==> src/hw/rtl/gdw_pkg.sv <==
package gdw_pkg;

  // Field widths of the input and result items.
  localparam int START_W = 4;
  localparam int DIV_W   = 5;
  localparam int TIME_W  = 32;
  localparam int STEP_W  = 31;
  localparam int DIR_W   = 2;
  localparam int INDEX_W = 12;

  // Packed stream widths, padded to whole bytes.
  localparam int IN_DATA_W  = 208;
  localparam int OUT_DATA_W = 48;

  // Direction codes; the unused code behaves as parallel.
  localparam logic [DIR_W-1:0] DIR_POS = 2'd0;
  localparam logic [DIR_W-1:0] DIR_NEG = 2'd1;
  localparam logic [DIR_W-1:0] DIR_PAR = 2'd2;

  // Register indexes of the configuration port.
  localparam logic [1:0] REG_DIV_X = 2'd0;
  localparam logic [1:0] REG_DIV_Y = 2'd1;
  localparam logic [1:0] REG_DIV_Z = 2'd2;

  // Saturation limits of signed Q16.16.
  localparam logic signed [TIME_W-1:0] Q_MAX = 32'sh7FFF_FFFF;
  localparam logic signed [TIME_W-1:0] Q_MIN = 32'sh8000_0000;

  // Commands from the controller to the datapath.
  typedef struct packed {
    logic load;
    logic advance;
  } gdw_cmd_t;

  // Status from the datapath to the controller.
  typedef struct packed {
    logic last;
  } gdw_status_t;

endpackage

==> src/hw/rtl/gdw_ctrl.sv <==
module gdw_ctrl (
  input  logic                 clk,
  input  logic                 rst_n,
  input  logic                 in_tvalid,
  output logic                 in_tready,
  output logic                 out_tvalid,
  input  logic                 out_tready,
  output gdw_pkg::gdw_cmd_t    cmd,
  input  gdw_pkg::gdw_status_t status
);

  typedef enum logic {
    ST_IDLE,
    ST_WALK
  } state_t;

  state_t state_r;
  state_t state_nxt;
  logic   out_valid_r;
  logic   out_valid_nxt;

  // A new ray is taken only between walks.
  assign in_tready   = (state_r == ST_IDLE);
  assign cmd.load    = in_tvalid && in_tready;
  // The walk moves one cell whenever the output register is free or is being emptied.
  assign cmd.advance = (state_r == ST_WALK) && (!out_valid_r || out_tready);
  assign out_tvalid  = out_valid_r;

  // Next state and output-valid flag.
  always_comb begin
    state_nxt     = state_r;
    out_valid_nxt = out_valid_r;
    if (out_tready) begin
      out_valid_nxt = 1'b0;
    end
    if (cmd.advance) begin
      out_valid_nxt = 1'b1;
    end
    case (state_r)
      ST_IDLE: begin
        if (cmd.load) begin
          state_nxt = ST_WALK;
        end
      end
      ST_WALK: begin
        if (cmd.advance && status.last) begin
          state_nxt = ST_IDLE;
        end
      end
      default: begin
        state_nxt = ST_IDLE;
      end
    endcase
  end

  // State and registered outputs.
  always_ff @(posedge clk) begin
    if (!rst_n) begin
      state_r     <= ST_IDLE;
      out_valid_r <= 1'b0;
    end else begin
      state_r     <= state_nxt;
      out_valid_r <= out_valid_nxt;
    end
  end

endmodule

==> src/hw/rtl/gdw_datapath.sv <==
module gdw_datapath (
  input  logic                                       clk,
  input  gdw_pkg::gdw_cmd_t                          cmd,
  output gdw_pkg::gdw_status_t                       status,
  input  logic        [gdw_pkg::DIV_W-1:0]           div_eff [3],
  input  logic        [gdw_pkg::START_W-1:0]         start   [3],
  input  logic signed [gdw_pkg::TIME_W-1:0]          entry_t [3],
  input  logic        [gdw_pkg::STEP_W-1:0]          step_t  [3],
  input  logic        [gdw_pkg::DIR_W-1:0]           dir     [3],
  output logic        [gdw_pkg::INDEX_W-1:0]         out_cell_index,
  output logic signed [gdw_pkg::TIME_W-1:0]          out_exit_t,
  output logic                                       out_last
);

  localparam int DW  = gdw_pkg::DIV_W;
  localparam int TW  = gdw_pkg::TIME_W;
  localparam int SW  = gdw_pkg::STEP_W;
  localparam int PW  = DW + SW;
  localparam int LW  = PW + 2;

  // Walk state, one entry per axis.
  logic signed [TW-1:0] cross_r [3];
  logic        [SW-1:0] step_r  [3];
  logic        [DW-1:0] pos_r   [3];
  logic        [DW-1:0] dv_r    [3];
  logic                 neg_r   [3];
  logic        [2*DW-1:0] dxdy_r;

  // Load values computed from the accepted item.
  logic signed [TW-1:0] cross_ld [3];
  logic        [DW-1:0] pos_ld   [3];
  logic                 neg_ld   [3];

  // Walk step values.
  logic [1:0]           axis;
  logic signed [TW-1:0] exit_t;
  logic signed [TW-1:0] cross_sat;
  logic                 done;
  logic [15:0]          index_full;
  logic [DW-1:0]        pos_step;

  // First crossing per axis: one multiply, a wide add and a saturation.
  always_comb begin
    logic [DW-1:0]        s;
    logic [DW-1:0]        k;
    logic [PW-1:0]        prod;
    logic signed [LW-1:0] sum;
    for (int i = 0; i < 3; i++) begin
      s = {1'b0, start[i]};
      if (s > div_eff[i] - 5'd1) begin
        s = div_eff[i] - 5'd1;
      end
      pos_ld[i] = s;
      neg_ld[i] = (dir[i] != gdw_pkg::DIR_POS);
      k = (dir[i] == gdw_pkg::DIR_POS) ? s + 5'd1 : div_eff[i] - s;
      prod = PW'(k) * PW'(step_t[i]);
      sum = $signed({{(LW-TW){entry_t[i][TW-1]}}, entry_t[i]}) + $signed({2'b00, prod});
      if (sum > $signed(LW'(gdw_pkg::Q_MAX))) begin
        cross_ld[i] = gdw_pkg::Q_MAX;
      end else if (sum < $signed({{(LW-TW){1'b1}}, gdw_pkg::Q_MIN})) begin
        cross_ld[i] = gdw_pkg::Q_MIN;
      end else begin
        cross_ld[i] = sum[TW-1:0];
      end
      if (dir[i] != gdw_pkg::DIR_POS && dir[i] != gdw_pkg::DIR_NEG) begin
        cross_ld[i] = gdw_pkg::Q_MAX;
      end
    end
  end

  // Pick the axis with the smallest crossing; ties go to the later axis, z over y over x.
  always_comb begin
    logic signed [TW:0] acc;
    if (cross_r[0] < cross_r[1] && cross_r[0] < cross_r[2]) begin
      axis = 2'd0;
    end else if (cross_r[1] < cross_r[2]) begin
      axis = 2'd1;
    end else begin
      axis = 2'd2;
    end
    exit_t = cross_r[axis];
    acc = {exit_t[TW-1], exit_t} + $signed({2'b00, step_r[axis]});
    case (acc[TW:TW-1])
      2'b01:   cross_sat = gdw_pkg::Q_MAX;
      2'b10:   cross_sat = gdw_pkg::Q_MIN;
      default: cross_sat = acc[TW-1:0];
    endcase
    if (neg_r[axis]) begin
      done     = (pos_r[axis] == '0);
      pos_step = pos_r[axis] - 5'd1;
    end else begin
      done     = (pos_r[axis] + 5'd1 == dv_r[axis]);
      pos_step = pos_r[axis] + 5'd1;
    end
    index_full = 16'(pos_r[0]) + 16'(dv_r[0]) * 16'(pos_r[1]) + 16'(dxdy_r) * 16'(pos_r[2]);
  end

  assign status.last = done;

  // Walk registers and the output register.
  always_ff @(posedge clk) begin
    if (cmd.load) begin
      for (int i = 0; i < 3; i++) begin
        cross_r[i] <= cross_ld[i];
        step_r[i]  <= step_t[i];
        pos_r[i]   <= pos_ld[i];
        dv_r[i]    <= div_eff[i];
        neg_r[i]   <= neg_ld[i];
      end
      dxdy_r <= div_eff[0] * div_eff[1];
    end else if (cmd.advance) begin
      cross_r[axis] <= cross_sat;
      if (!done) begin
        pos_r[axis] <= pos_step;
      end
    end
    if (cmd.advance) begin
      out_cell_index <= index_full[gdw_pkg::INDEX_W-1:0];
      out_exit_t     <= exit_t;
      out_last       <= done;
    end
  end

endmodule

==> src/hw/rtl/grid_dda_cell_walker_top.sv <==
// Grid DDA cell walker: walks one ray through a uniform 3D grid cell by cell.
// Input channel (in_*): one ray setup per item, holding the start cell, the near
// slab time, the per-cell time step and the direction class of each axis.
// Output channel (out_*): one item per visited cell with the linear cell index
// and the exit time of that cell; out_tlast marks the step that leaves the grid.
// Configuration port (cfg_*): grid divisions per axis at byte addresses 0, 4, 8,
// written by the user only while no ray is in flight; not enforced by the block.
// Flow: a ray is accepted into the walk registers, then one cell item is registered
// per cycle while the receiver takes them. A ray visits at most div_x+div_y+div_z-2
// cells; the walk loop, one step of the shared compare and accumulate unit per cell,
// sets that bound.
// A new ray is accepted in the cycle after the last cell item is registered,
// while that item may still wait in the output register.
// When out_tready is low the walk holds with the pending item in the output
// register. Reset idles the walker, drops any pending item and sets all three
// divisions to 16.
module grid_dda_cell_walker_top #(
  parameter int MAX_DIVS = 16
) (
  input  logic                               clk,
  input  logic                               rst_n,
  // in_tdata, from bit 0 up: start_x, start_y, start_z, entry_t_x, entry_t_y,
  // entry_t_z, step_t_x, step_t_y, step_t_z, dir_x, dir_y, dir_z, zero pad.
  input  logic                               in_tvalid,
  output logic                               in_tready,
  input  logic [gdw_pkg::IN_DATA_W-1:0]      in_tdata,
  // out_tdata, from bit 0 up: cell_index, exit_t, zero pad.
  output logic                               out_tvalid,
  input  logic                               out_tready,
  output logic [gdw_pkg::OUT_DATA_W-1:0]     out_tdata,
  output logic                               out_tlast,
  input  logic                               cfg_psel,
  input  logic                               cfg_penable,
  input  logic                               cfg_pwrite,
  input  logic [3:0]                         cfg_paddr,
  input  logic [31:0]                        cfg_pwdata,
  output logic [31:0]                        cfg_prdata,
  output logic                               cfg_pready
);

  localparam int DW      = gdw_pkg::DIV_W;
  localparam int CAP_INT = (MAX_DIVS > 31) ? 31 : MAX_DIVS;
  localparam logic [DW-1:0] DIV_CAP = DW'(CAP_INT);

  logic [DW-1:0] div_r [3];
  logic [DW-1:0] div_eff [3];

  logic        [gdw_pkg::START_W-1:0] start   [3];
  logic signed [gdw_pkg::TIME_W-1:0]  entry_t [3];
  logic        [gdw_pkg::STEP_W-1:0]  step_t  [3];
  logic        [gdw_pkg::DIR_W-1:0]   dir     [3];

  logic        [gdw_pkg::INDEX_W-1:0] cell_index;
  logic signed [gdw_pkg::TIME_W-1:0]  exit_t;

  gdw_pkg::gdw_cmd_t    cmd;
  gdw_pkg::gdw_status_t status;

  // Configuration registers; a write completes in the access phase.
  assign cfg_pready = 1'b1;

  always_ff @(posedge clk) begin
    if (!rst_n) begin
      for (int i = 0; i < 3; i++) begin
        div_r[i] <= 5'd16;
      end
    end else if (cfg_psel && cfg_penable && cfg_pwrite && cfg_pready) begin
      case (cfg_paddr[3:2])
        gdw_pkg::REG_DIV_X: div_r[0] <= cfg_pwdata[DW-1:0];
        gdw_pkg::REG_DIV_Y: div_r[1] <= cfg_pwdata[DW-1:0];
        gdw_pkg::REG_DIV_Z: div_r[2] <= cfg_pwdata[DW-1:0];
        default: ;
      endcase
    end
  end

  // Register read-back.
  always_comb begin
    case (cfg_paddr[3:2])
      gdw_pkg::REG_DIV_X: cfg_prdata = {27'd0, div_r[0]};
      gdw_pkg::REG_DIV_Y: cfg_prdata = {27'd0, div_r[1]};
      gdw_pkg::REG_DIV_Z: cfg_prdata = {27'd0, div_r[2]};
      default:            cfg_prdata = 32'd0;
    endcase
  end

  // Effective divisions: zero counts as one, large values clamp to the grid limit.
  always_comb begin
    for (int i = 0; i < 3; i++) begin
      if (div_r[i] == '0) begin
        div_eff[i] = 5'd1;
      end else if (div_r[i] > DIV_CAP) begin
        div_eff[i] = DIV_CAP;
      end else begin
        div_eff[i] = div_r[i];
      end
    end
  end

  // Unpack the ray setup item.
  assign start[0]   = in_tdata[3:0];
  assign start[1]   = in_tdata[7:4];
  assign start[2]   = in_tdata[11:8];
  assign entry_t[0] = in_tdata[43:12];
  assign entry_t[1] = in_tdata[75:44];
  assign entry_t[2] = in_tdata[107:76];
  assign step_t[0]  = in_tdata[138:108];
  assign step_t[1]  = in_tdata[169:139];
  assign step_t[2]  = in_tdata[200:170];
  assign dir[0]     = in_tdata[202:201];
  assign dir[1]     = in_tdata[204:203];
  assign dir[2]     = in_tdata[206:205];

  gdw_ctrl u_ctrl (
    .clk        (clk),
    .rst_n      (rst_n),
    .in_tvalid  (in_tvalid),
    .in_tready  (in_tready),
    .out_tvalid (out_tvalid),
    .out_tready (out_tready),
    .cmd        (cmd),
    .status     (status)
  );

  gdw_datapath u_datapath (
    .clk            (clk),
    .cmd            (cmd),
    .status         (status),
    .div_eff        (div_eff),
    .start          (start),
    .entry_t        (entry_t),
    .step_t         (step_t),
    .dir            (dir),
    .out_cell_index (cell_index),
    .out_exit_t     (exit_t),
    .out_last       (out_tlast)
  );

  // Pack the cell item.
  assign out_tdata = {4'd0, exit_t, cell_index};

endmodule

==> config.mk <==
export PLATFORM = sky130hd
export DESIGN_NAME = grid_dda_cell_walker_top
export DESIGN_NICKNAME = d
export VERILOG_FILES = /design/src/hw/rtl/gdw_pkg.sv /design/src/hw/rtl/gdw_ctrl.sv /design/src/hw/rtl/gdw_datapath.sv /design/src/hw/rtl/grid_dda_cell_walker_top.sv
export SDC_FILE = /design/constraint.sdc
export NUM_CORES = 2
export LEC_CHECK = 0
export ABC_CLOCK_PERIOD_IN_PS = 12250
export BUFFER_PORTS_ARGS = -buffer_cell sky130_fd_sc_hd__buf_2
export CAP_MARGIN = 20
export CORE_MARGIN = 2
export CORE_UTILIZATION = 57
export CTS_CLUSTER_DIAMETER = 60
export CTS_CLUSTER_SIZE = 10
export DETAILED_ROUTE_END_ITERATION = 16
export GPL_TIMING_DRIVEN = 0
export PLACE_DENSITY = 0.8
export RECOVER_POWER = 25
export SYNTH_ARGS = -nofsm -noshare
export SYNTH_HDL_FRONTEND = slang
export SYNTH_SLANG_ARGS = --single-unit
==> constraint.sdc <==
create_clock -name clk -period 12.25 [get_ports clk]
set_input_delay 2.45 -clock clk [delete_from_list [all_inputs] [get_ports clk]]
set_output_delay 2.45 -clock clk [all_outputs]
set_load 0.05 [all_outputs]
==> impl_results.md <==
* Slew HR at -0.741
* Setup tns final at 0 ps
* Pin count of the biggest net entering global routing at 73
* Fraction of layout cells with a size suffix above 1 at 0.121
* Total wire length at 129,000 um
* Gr busiest metal: met2
* Core area at 71,200 um^2
* Final-report hold violation count at 0
* Post-synth top area share at 0.215
* Final setup vio count at 0
* Routability Congestion at 1.01
* DRC violation count after routing at 0
* Crit Path Category: primary input to register
* Cell taking the most area after synthesis: edfxtp_1
* Root buffer cell: clkbuf_16
* Achievable frequency at 83.0 MHz
* Most frequent cells in the layout: inv_1 (577), nand2_1 (471), ha_1 (439)
* Async SR Flop Fraction at 0
* Synthesized area at 40,800 um^2
* Max H-tree Level at 2
* Final period util at 0.983
* Met2 usage at 0.560
* Count of cell types in the netlist at 88
* Max_cap viols at 1
* Drt pass-1 iters at 8
* CTS tree: yes
* Num CTS Buffers at 41
* Final setup skew at 25.7 ps
* Final Core Density at 0.656
* Place WS at -2510 ps
* CP delay by family, top: compound AO/OA/AOI/OAI gates
* Post-DR vias/cell at 5.94
* Most used DFF post-synth: edfxtp_1
* Critical Path Sink Type: register
* Starting DRT DRC Count at 3,277
* Critical Path RT at 12,540 ps
* Final HPWL DP at 104,000 um
* Initial antenna violation count at 12
* Slowest stage delay, CP at 560 ps
* Seq cells post-synth at 294
* Final slew viol count at 50
* Cts hold-fix bufs at 0
* Slack of the critical path at 208 ps
* Crit path max fanout at 10
* Clock sinks at 294
* Clk_lat worst skew at 580 ps
* DR WL/cell at 21.2 um
* Initial Utilization at 0.573
* Row cnt at 98
* Syn Inst Count at 4,686
* Final nets at 6,152
* Run status: complete, but fails checks
* Gr usage total at 0.337
* Commonest non-fill, non-tap cell in the layout: inv_1
* Largest cells by area after synthesis: edfxtp_1 (21%), fa_1 (16%), ha_1 (14%)
* Register area share after synthesis at 0.216
* Met3 usage at 0.0482
* First-pass GRT wire length at 192,000 um
* WP buf/inv at 10
* Syn Area/Cell at 8.71 um^2
* Failing checks: max-capacitance violations, max-slew violations
* IO buf count at 271
* Global route overflow at 0
* Worst-path clk slew at 50 ps
* DIE WIDTH at 272 um
* CTS Buffer Depth at 3
* Via count at 36,200
* I/O pin count at 335
* Antenna Violating Nets Remaining at 0
* M1 GR Usage at 0.443
* Crit start category: primary input
* Die outline area at 73,800 um^2
* EDFF count, synth at 292
* Worst Tran Pin Value at 2600 ps
* Synth warnings at 0
* Tmin final at 12,040 ps
* Number of global-route vias before repair at 33,900
* Critical Path Slowest Stage Cell: fa_1
* Path type of the worst min-delay path: register to register
* Arrival time worst endpoint at 12,330 ps
* Area Overhead vs Synth at 14.5%
* Die height at 272 um
-- through the flow --
| step | hold slack, ps | cell area [um^2] | std cells |
|---|---|---|---|
| final | 502 | 46800 | 6095 |
| after global routing | 540 | 46800 | 6093 |
| after CTS | 503 | 45600 | 6029 |
| after detailed placement | 494 | 43600 | 5942 |
| after global placement | 483 | 43500 | 5937 |
| after floorplan | 518 | 40900 | 4716 |
-- sequential cells by signal (all words and copies together) (netlist names), 3 cells and up --
register / flops
u_datapath.neg_r: 3
u_datapath.out_cell_index: 12
div_r: 15
u_datapath.dv_r: 15
u_datapath.cross_r: 96
u_datapath.pos_r: 15
u_datapath.dxdy_r: 10
u_datapath.out_exit_t: 32
u_datapath.step_r: 93
-- layout make-up --
class / instances / area, um^2
antenna: 7 / 17.5
buffer: 158 / 971
clock buffer: 45 / 1080
clock inverter: 17 / 226
fill: 5852 / 24500
inverter: 583 / 2190
multi-input combinational: 3679 / 30200
sequential: 294 / 8810
tap: 950 / 1190
timing repair buffer: 362 / 2040
-- synth_stat cells (22+ instances only) --
library cell  instances
xor2_1               90
ha_1                459
mux2i_1              58
nand4_1              28
xnor2_1             175
nor2b_1             104
o21ai_0             211
edfxtp_1            292
and2_1              323
fa_1                323
and3_1               28
nand2b_1             46
a21o_1              132
nand2_1             475
inv_1               582
a211oi_1             22
buf_4                36
nor2_1              285
a21oi_1             381
o21a_1               54
clkbuf_1             96
nand3_1              62
a31oi_1              38
nor3_1               56
o21bai_1             42
-- routing by layer --
metal  wire length, um  vias up
li1                  -    16700
met5                13        -
met1             50700    17500
met3             11400      322
met2             60700     1632
met4              6160        2
-- repair_timing --
item,in CTS,in global routing
pin swaps,24,104
buffers inserted,26,60
endpoints found under the setup margin,96,96
resized for setup,130,228
-- kinds of logic (layout without fill, tap and decap cells) --
kind of cell,Yosys count,in the layout,share of synthesized area
AOI/OAI and AO/OA,1050,1050,0.160
and+or+nand+nor,1486,1486,0.179
other,2,39,0.000184
adders and majority gates,782,782,0.299
xor gates and xnor gates,265,265,0.0568
DFF,294,294,0.216
muxes,64,64,0.0160
buffers and inverters,743,1165,0.0725
-- worst register-to-register path: cells and delay by family, from the launching register on --
kind | cells | cell delay (ps)
buffers and inverters | 10 | 1490
AO/OA/AOI/OAI | 24 | 4800
XOR/XNOR | 2 | 240
AND/OR/NAND/NOR | 7 | 1520
adder cells (fa/ha/maj) | 9 | 3170
flip-flops | 1 | 460
-- path summary, 6_finish.rpt --
check                          from                         to  slack [ps]  cells past startpoint
setup / recovery        in_tdata[1]  u_datapath.cross_r[0][23]         210                     47
hold / removal    u_ctrl.out_tvalid          u_ctrl.out_tvalid         500                      2
setup reg to reg        div_r[0][9]   u_datapath.cross_r[1][3]         400                     52
hold reg to reg   u_ctrl.out_tvalid          u_ctrl.out_tvalid         500                      2
Power is not shown: default switching activity piles up to over one toggle a cycle in this logic, so the estimate is an artifact.
